==> config.mk <==
export PLATFORM = sky130hd
export DESIGN_NAME = averaged_temperature_alarm
export DESIGN_NICKNAME = d
export VERILOG_FILES = /design/src/rtl/core/ata_pkg.sv /design/src/rtl/core/averaged_temperature_alarm.sv
export SDC_FILE = /design/constraint.sdc
export NUM_CORES = 1
export LEC_CHECK = 0
export BUFFER_PORTS_ARGS = -buffer_cell sky130_fd_sc_hd__buf_2
export CORE_UTILIZATION = 50
export CTS_BUF_LIST = sky130_fd_sc_hd__clkbuf_4
export DETAILED_ROUTE_END_ITERATION = 7
export PLACE_DENSITY = 0.66
export SYNTH_ARGS = -nofsm -noshare
export SYNTH_HDL_FRONTEND = slang
export SYNTH_SLANG_ARGS = --single-unit
==> constraint.sdc <==
create_clock -name clk_i -period 8.6 [get_ports clk_i]
set_input_delay 2.15 -clock clk_i [delete_from_list [all_inputs] [get_ports clk_i]]
set_output_delay 2.15 -clock clk_i [all_outputs]
set_load 0.005 [all_outputs]
==> src/rtl/core/ata_pkg.sv <==
// Shared widths, register indexes and reset values for the averaged temperature alarm.
package ata_pkg;

  // Field widths.
  localparam int unsigned SampleW  = 10;
  localparam int unsigned RefW     = 13;
  localparam int unsigned TempW    = 10;
  localparam int unsigned CfgIdxW  = 1;
  localparam int unsigned CfgDataW = 13;

  // Sensor scaling: 10 mV per degree against a 1023-step converter.
  localparam int unsigned ScaleDiv = 10230;

  // Register reset values.
  localparam logic [RefW-1:0]  RefMvReset     = 13'd5000;
  localparam logic [TempW-1:0] TempLimitReset = 10'd40;

  // Configuration register indexes.
  typedef enum logic [CfgIdxW-1:0] {
    REG_REF_MV     = 1'b0,
    REG_TEMP_LIMIT = 1'b1
  } cfg_reg_e;

endpackage

==> src/rtl/core/averaged_temperature_alarm.sv <==
// Moving-average temperature alarm: sample window, running sum, scaling and threshold.
// Each input transfer passes the sum, product, estimate and corrected-result registers.
// Throughput: one sample per cycle; each pipeline stage holds only when the next is full.
// The running sum is the only loop and closes in one add/subtract per cycle.
// Reset: the sample window fills with RESET_SAMPLE, the sum with SAMPLE_COUNT times that,
// the registers take their default values, and the pipeline comes up empty.
module averaged_temperature_alarm #(
  parameter int unsigned SAMPLE_COUNT = 16,
  parameter int unsigned RESET_SAMPLE = 40
) (
  input  logic                            clk_i,
  input  logic                            rst_ni,
  // Sample channel.
  input  logic                            in_valid_i,
  output logic                            in_ready_o,
  input  logic [ata_pkg::SampleW-1:0]     adc_sample_i,
  // Result channel.
  output logic                            out_valid_o,
  input  logic                            out_ready_i,
  output logic [ata_pkg::TempW-1:0]       temperature_o,
  output logic                            over_limit_o,
  // Configuration write channel.
  input  logic                            cfg_valid_i,
  output logic                            cfg_ready_o,
  input  logic [ata_pkg::CfgIdxW-1:0]     cfg_index_i,
  input  logic [ata_pkg::CfgDataW-1:0]    cfg_wdata_i
);

  localparam int unsigned SampleW = ata_pkg::SampleW;
  localparam int unsigned TempW   = ata_pkg::TempW;
  localparam int unsigned RefW    = ata_pkg::RefW;
  localparam int unsigned SumW    = $clog2(SAMPLE_COUNT * 1023 + 1);
  localparam int unsigned ProdW   = SumW + RefW;
  localparam int unsigned Div     = ata_pkg::ScaleDiv * SAMPLE_COUNT;
  localparam int unsigned DivW    = $clog2(Div + 1);
  // Reciprocal of the divisor scaled by 2^ProdW; the quotient estimate is at most one low.
  localparam logic [63:0] Recip   = (64'd1 << ProdW) / Div;
  localparam int unsigned RecipW  = $clog2(Recip + 1);

  localparam logic [RecipW-1:0]  RecipC = RecipW'(Recip);
  localparam logic [DivW-1:0]    DivC   = DivW'(Div);

  // Configuration registers.
  logic [RefW-1:0]  ref_mv_q;
  logic [TempW-1:0] temp_limit_q;

  assign cfg_ready_o = 1'b1;

  always_ff @(posedge clk_i or negedge rst_ni) begin
    if (!rst_ni) begin
      ref_mv_q     <= ata_pkg::RefMvReset;
      temp_limit_q <= ata_pkg::TempLimitReset;
    end else if (cfg_valid_i && cfg_ready_o) begin
      case (cfg_index_i)
        ata_pkg::REG_REF_MV:     ref_mv_q     <= cfg_wdata_i[RefW-1:0];
        ata_pkg::REG_TEMP_LIMIT: temp_limit_q <= cfg_wdata_i[TempW-1:0];
        default: ;
      endcase
    end
  end

  // Stage handshakes: a stage may load when it is empty or its content moves on.
  logic a_valid_q, b_valid_q, c_valid_q, out_valid_q;
  logic out_free, c_free, b_free, a_free;
  logic in_xfer;

  assign out_free   = !out_valid_q || out_ready_i;
  assign c_free     = !c_valid_q || out_free;
  assign b_free     = !b_valid_q || c_free;
  assign a_free     = !a_valid_q || b_free;
  assign in_ready_o = a_free;
  assign in_xfer    = in_valid_i && in_ready_o;

  always_ff @(posedge clk_i or negedge rst_ni) begin
    if (!rst_ni) begin
      a_valid_q   <= 1'b0;
      b_valid_q   <= 1'b0;
      c_valid_q   <= 1'b0;
      out_valid_q <= 1'b0;
    end else begin
      if (a_free)   a_valid_q   <= in_xfer;
      if (b_free)   b_valid_q   <= a_valid_q;
      if (c_free)   c_valid_q   <= b_valid_q;
      if (out_free) out_valid_q <= c_valid_q;
    end
  end

  // Sample window as a shift line: the oldest sample sits at the far end.
  logic [SampleW-1:0] window_q [SAMPLE_COUNT];
  logic [SumW-1:0]    sum_q;
  logic [SumW-1:0]    sum_d;

  assign sum_d = (sum_q - SumW'(window_q[SAMPLE_COUNT-1])) + SumW'(adc_sample_i);

  always_ff @(posedge clk_i or negedge rst_ni) begin
    if (!rst_ni) begin
      for (int unsigned i = 0; i < SAMPLE_COUNT; i++) begin
        window_q[i] <= SampleW'(RESET_SAMPLE);
      end
      sum_q <= SumW'(SAMPLE_COUNT * RESET_SAMPLE);
    end else if (in_xfer) begin
      window_q[0] <= adc_sample_i;
      for (int unsigned i = 1; i < SAMPLE_COUNT; i++) begin
        window_q[i] <= window_q[i-1];
      end
      sum_q <= sum_d;
    end
  end

  // Stage B: sum times reference. Stage C: quotient estimate by reciprocal multiply.
  logic [ProdW-1:0]        prod_q, prod_c_q;
  logic [ProdW+RecipW-1:0] q_full;
  logic [TempW-1:0]        q_est_q;

  assign q_full = ProdW'(prod_q) * RecipC;

  always_ff @(posedge clk_i) begin
    if (b_free && a_valid_q) begin
      prod_q <= ProdW'(sum_q) * ProdW'(ref_mv_q);
    end
    if (c_free && b_valid_q) begin
      prod_c_q <= prod_q;
      q_est_q  <= TempW'(q_full >> ProdW);
    end
  end

  // Stage D: remainder check corrects the estimate; threshold compares run alongside.
  logic [ProdW-1:0] q_times_div;
  logic [ProdW-1:0] rem;
  logic             bump;
  logic             ge_est, ge_est_plus;
  logic [TempW-1:0] temp_q;
  logic             over_q;

  assign q_times_div = ProdW'(q_est_q) * ProdW'(DivC);
  assign rem         = prod_c_q - q_times_div;
  assign bump        = rem >= ProdW'(Div);
  assign ge_est      = q_est_q >= temp_limit_q;
  assign ge_est_plus = ({1'b0, q_est_q} + (TempW+1)'(1)) >= {1'b0, temp_limit_q};

  always_ff @(posedge clk_i) begin
    if (out_free && c_valid_q) begin
      temp_q <= bump ? q_est_q + TempW'(1) : q_est_q;
      over_q <= bump ? ge_est_plus : ge_est;
    end
  end

  assign out_valid_o   = out_valid_q;
  assign temperature_o = temp_q;
  assign over_limit_o  = over_q;

  // The input side only blocks when every stage is full behind a stalled result.
  assert property (@(posedge clk_i) disable iff (!rst_ni)
    !in_ready_o |-> (out_valid_q && !out_ready_i && a_valid_q && b_valid_q && c_valid_q))
    else $error("input stalled while the pipeline has room");

  // The running sum never exceeds a full window of maximum samples.
  assert property (@(posedge clk_i) disable iff (!rst_ni)
    sum_q <= SumW'(SAMPLE_COUNT * 1023))
    else $error("running sum out of range");

  // The running sum moves only on an input transfer.
  assert property (@(posedge clk_i) disable iff (!rst_ni)
    !in_xfer |=> $stable(sum_q))
    else $error("running sum changed without a transfer");

  // The reciprocal estimate is never more than one below the true quotient.
  assert property (@(posedge clk_i) disable iff (!rst_ni)
    c_valid_q |-> (q_times_div <= prod_c_q && rem < ProdW'(2 * Div)))
    else $error("quotient estimate outside correction range");

endmodule

==> metrics <==
status=finished clean; Least-Margin Pin Slew=1.12 ns; largest net degree at the start of global routing=195; share of cells above drive strength 1=18.7%; first-pass GRT wire length=81300 um; WP data required=9.11 ns; clk_skew=0.0632 ns; Detail Placement HPWL=38300 um; initial antenna violation count=1; Die ar.=49000 um^2; nets=2843; drt drc=0; area share of the leading cell type in the synthesized netlist=21.2%; arrival time at the worst endpoint=8.65 ns; Synth Net Count=2759; CTS tree=yes; Post-synth EDFFs=70; sequential share of the synthesized area=29.8%; Syn Inst Count=2181; fin worst setup slack=0.464 ns; Initial Util=50.5%; main area contributors after synthesis=fa_1 (21%), dfrtp_1 (17%), ha_1 (15%), edfxtp_1 (8.7%), mux2_2 (8.2%); post-synth top area cell=fa_1; period utilization=94.6%; Synth Register Bits=271; Vias=15500; Syn Std Cell Area=24100 um^2; Die W=221 um; critical path endpoint category=register; CORE AREA=47600 um^2; Row Count=80; r2r setup slk=0.46 ns; Bufs on Longest Clock Path=3; clock latency on the worst-skew pair=0.77 ns; CP delay by family, top=adder cells; commonest cells after routing, fill and taps aside=inv_1 (395), ha_1 (292), fa_1 (255), mux2_2 (176), nand2_1 (172); GRT Resource Usage Total=20.6%; RD Place Congestion=0.894; Worst path slowest cell=fa_1; CTS Root Cell=clkbuf_4; critical path fanouts, max=11; Syn. warnings=0; # Max-Cap Violations=0; P&R area growth vs syn=7.87%; Worst-path clk slew=0.07 ns; Worst slew margin=25.3%; Async SR Flop Fraction=74.2%; Unique masters post-synth=81; H-tree Lvls=3; Final Hold Fails=0; slowest stage delay, CP=0.65 ns; minimum clock period=8.14 ns; vias in the first global route=16700; DR WL/cell=16.4 um; crit path kind=register to register; DR iter-0 viols=655; CTS Buf Count=75; Slew Viols, Final=0; clk sinks=271; Avg Vias per Cell=5.27; Fmax=123 MHz; Syn Area/Cell=11.0 um^2; First-pass DRT Iterations=5; pre-CTS setup slack=0.184 ns; Routed Antenna Nets=0; Die Y=221 um; CP startpoint kind=register; hold crit path type=register to register; commonest non-fill, non-tap cell in the layout=inv_1; ys flop type=dfrtp_1; global route overflow=0; CP bufs+invs=8; final setup violation count=0; port buffer count=41; Routed WL=48300 um; IO Count=43
[layout make-up]
type / instances / area (um^2)
diodes: 1 / 2.50
clock buffers: 113 / 848
clock inverters: 20 / 103
fillers: 4146 / 21700
inverters: 397 / 1490
multi-input cells: 1459 / 15200
flip-flops and latches: 271 / 7180
well taps: 615 / 769
repair buffers: 61 / 377
[cells in the mapped netlist, drive strengths merged (46+ instances only)]
cell type and number:
edfxtp 70, clkbuf 46, inv 397, ha 294, xnor2 60, fa 255
nor2 49, nand2 173, mux2 177, dfrtp 160, o21ai 56, and2 78
a21oi 55
[path summary, 6_finish.rpt]
path / from / endpoint / depth (start not counted)
max: q_est_q[1] / temperature_o[6] / 29
min: window_q[34] / window_q[24] / 1
max reg2reg: q_est_q[1] / temperature_o[6] / 29
min reg2reg: window_q[34] / window_q[24] / 1
max in group asynchronous: rst_ni / window_q[2] / 2
min in group asynchronous: rst_ni / temp_limit_q[8] / 1
[through the flow]
| step | setup TNS, ns | area (um^2) | instances | hold slack (ns) | util (%) |
|---|---|---|---|---|---|
| 6_report | 0 | 26000 | 2937 | 0.466 | 54.5 |
| 5_1_grt | -0.0150 | 26000 | 2937 | 0.490 | 54.5 |
| 4_1_cts | 0 | 25900 | 2930 | 0.464 | 54.4 |
| 3_5_place_dp | 0 | 24900 | 2797 | 0.467 | 52.4 |
| 3_3_place_gp | 0 | 24900 | 2797 | 0.463 | 52.4 |
| 2_1_floorplan | 0 | 24100 | 2181 | 0.446 | - |
[cell families after synthesis]
group	after synthesis	synth area share, %
fa+ha+maj	549	36.5
simple gates	409	8.32
buf+inv	451	7.14
compound gates	232	6.50
xor+xnor	90	3.34
flops	271	29.8
mux	178	8.34
other cells	1	0.0156
[worst reg2reg max path: cells and delay by family, from the launching register on]
kind / cells / cell delay (ns)
fa+ha+maj: 7 / 3.51
xor+xnor: 2 / 0.33
compound gates: 6 / 1.10
simple gates: 6 / 1.87
buf+inv: 8 / 0.74
flops: 1 / 0.36
[what timing repair did]
| item | 4_1_cts | 5_1_grt |
|---|---|---|
| resized for setup | 0 | 9 |
| buffers inserted | 0 | 6 |
| hold buffers | 0 | 0 |
| setup endpoints to repair | 0 | 11 |
[state kept, by name, summed over array words and instances, names as in the netlist, 10 cells and up]
name / count
ref_mv_q: 13
sum_q: 14
temperature_o: 10
window_q: 160
prod_q: 27
prod_c_q: 22
temp_limit_q: 10
q_est_q: 10
[metal layers]
layer  share of wire (%)  wire [um]  up-vias  GRT usage [%]
met1                  42      20100     7782           24.3
met4                 2.8       1330        0           7.90
met3                 2.7       1330       91           2.70
li1                    -          -     7350              -
met2                  53      25500      251           37.9
met5                   0          0        -              0
Power is left out: the tool's default activity adds up to more than one toggle a clock period on the data nets, which glitch-free logic cannot reach.
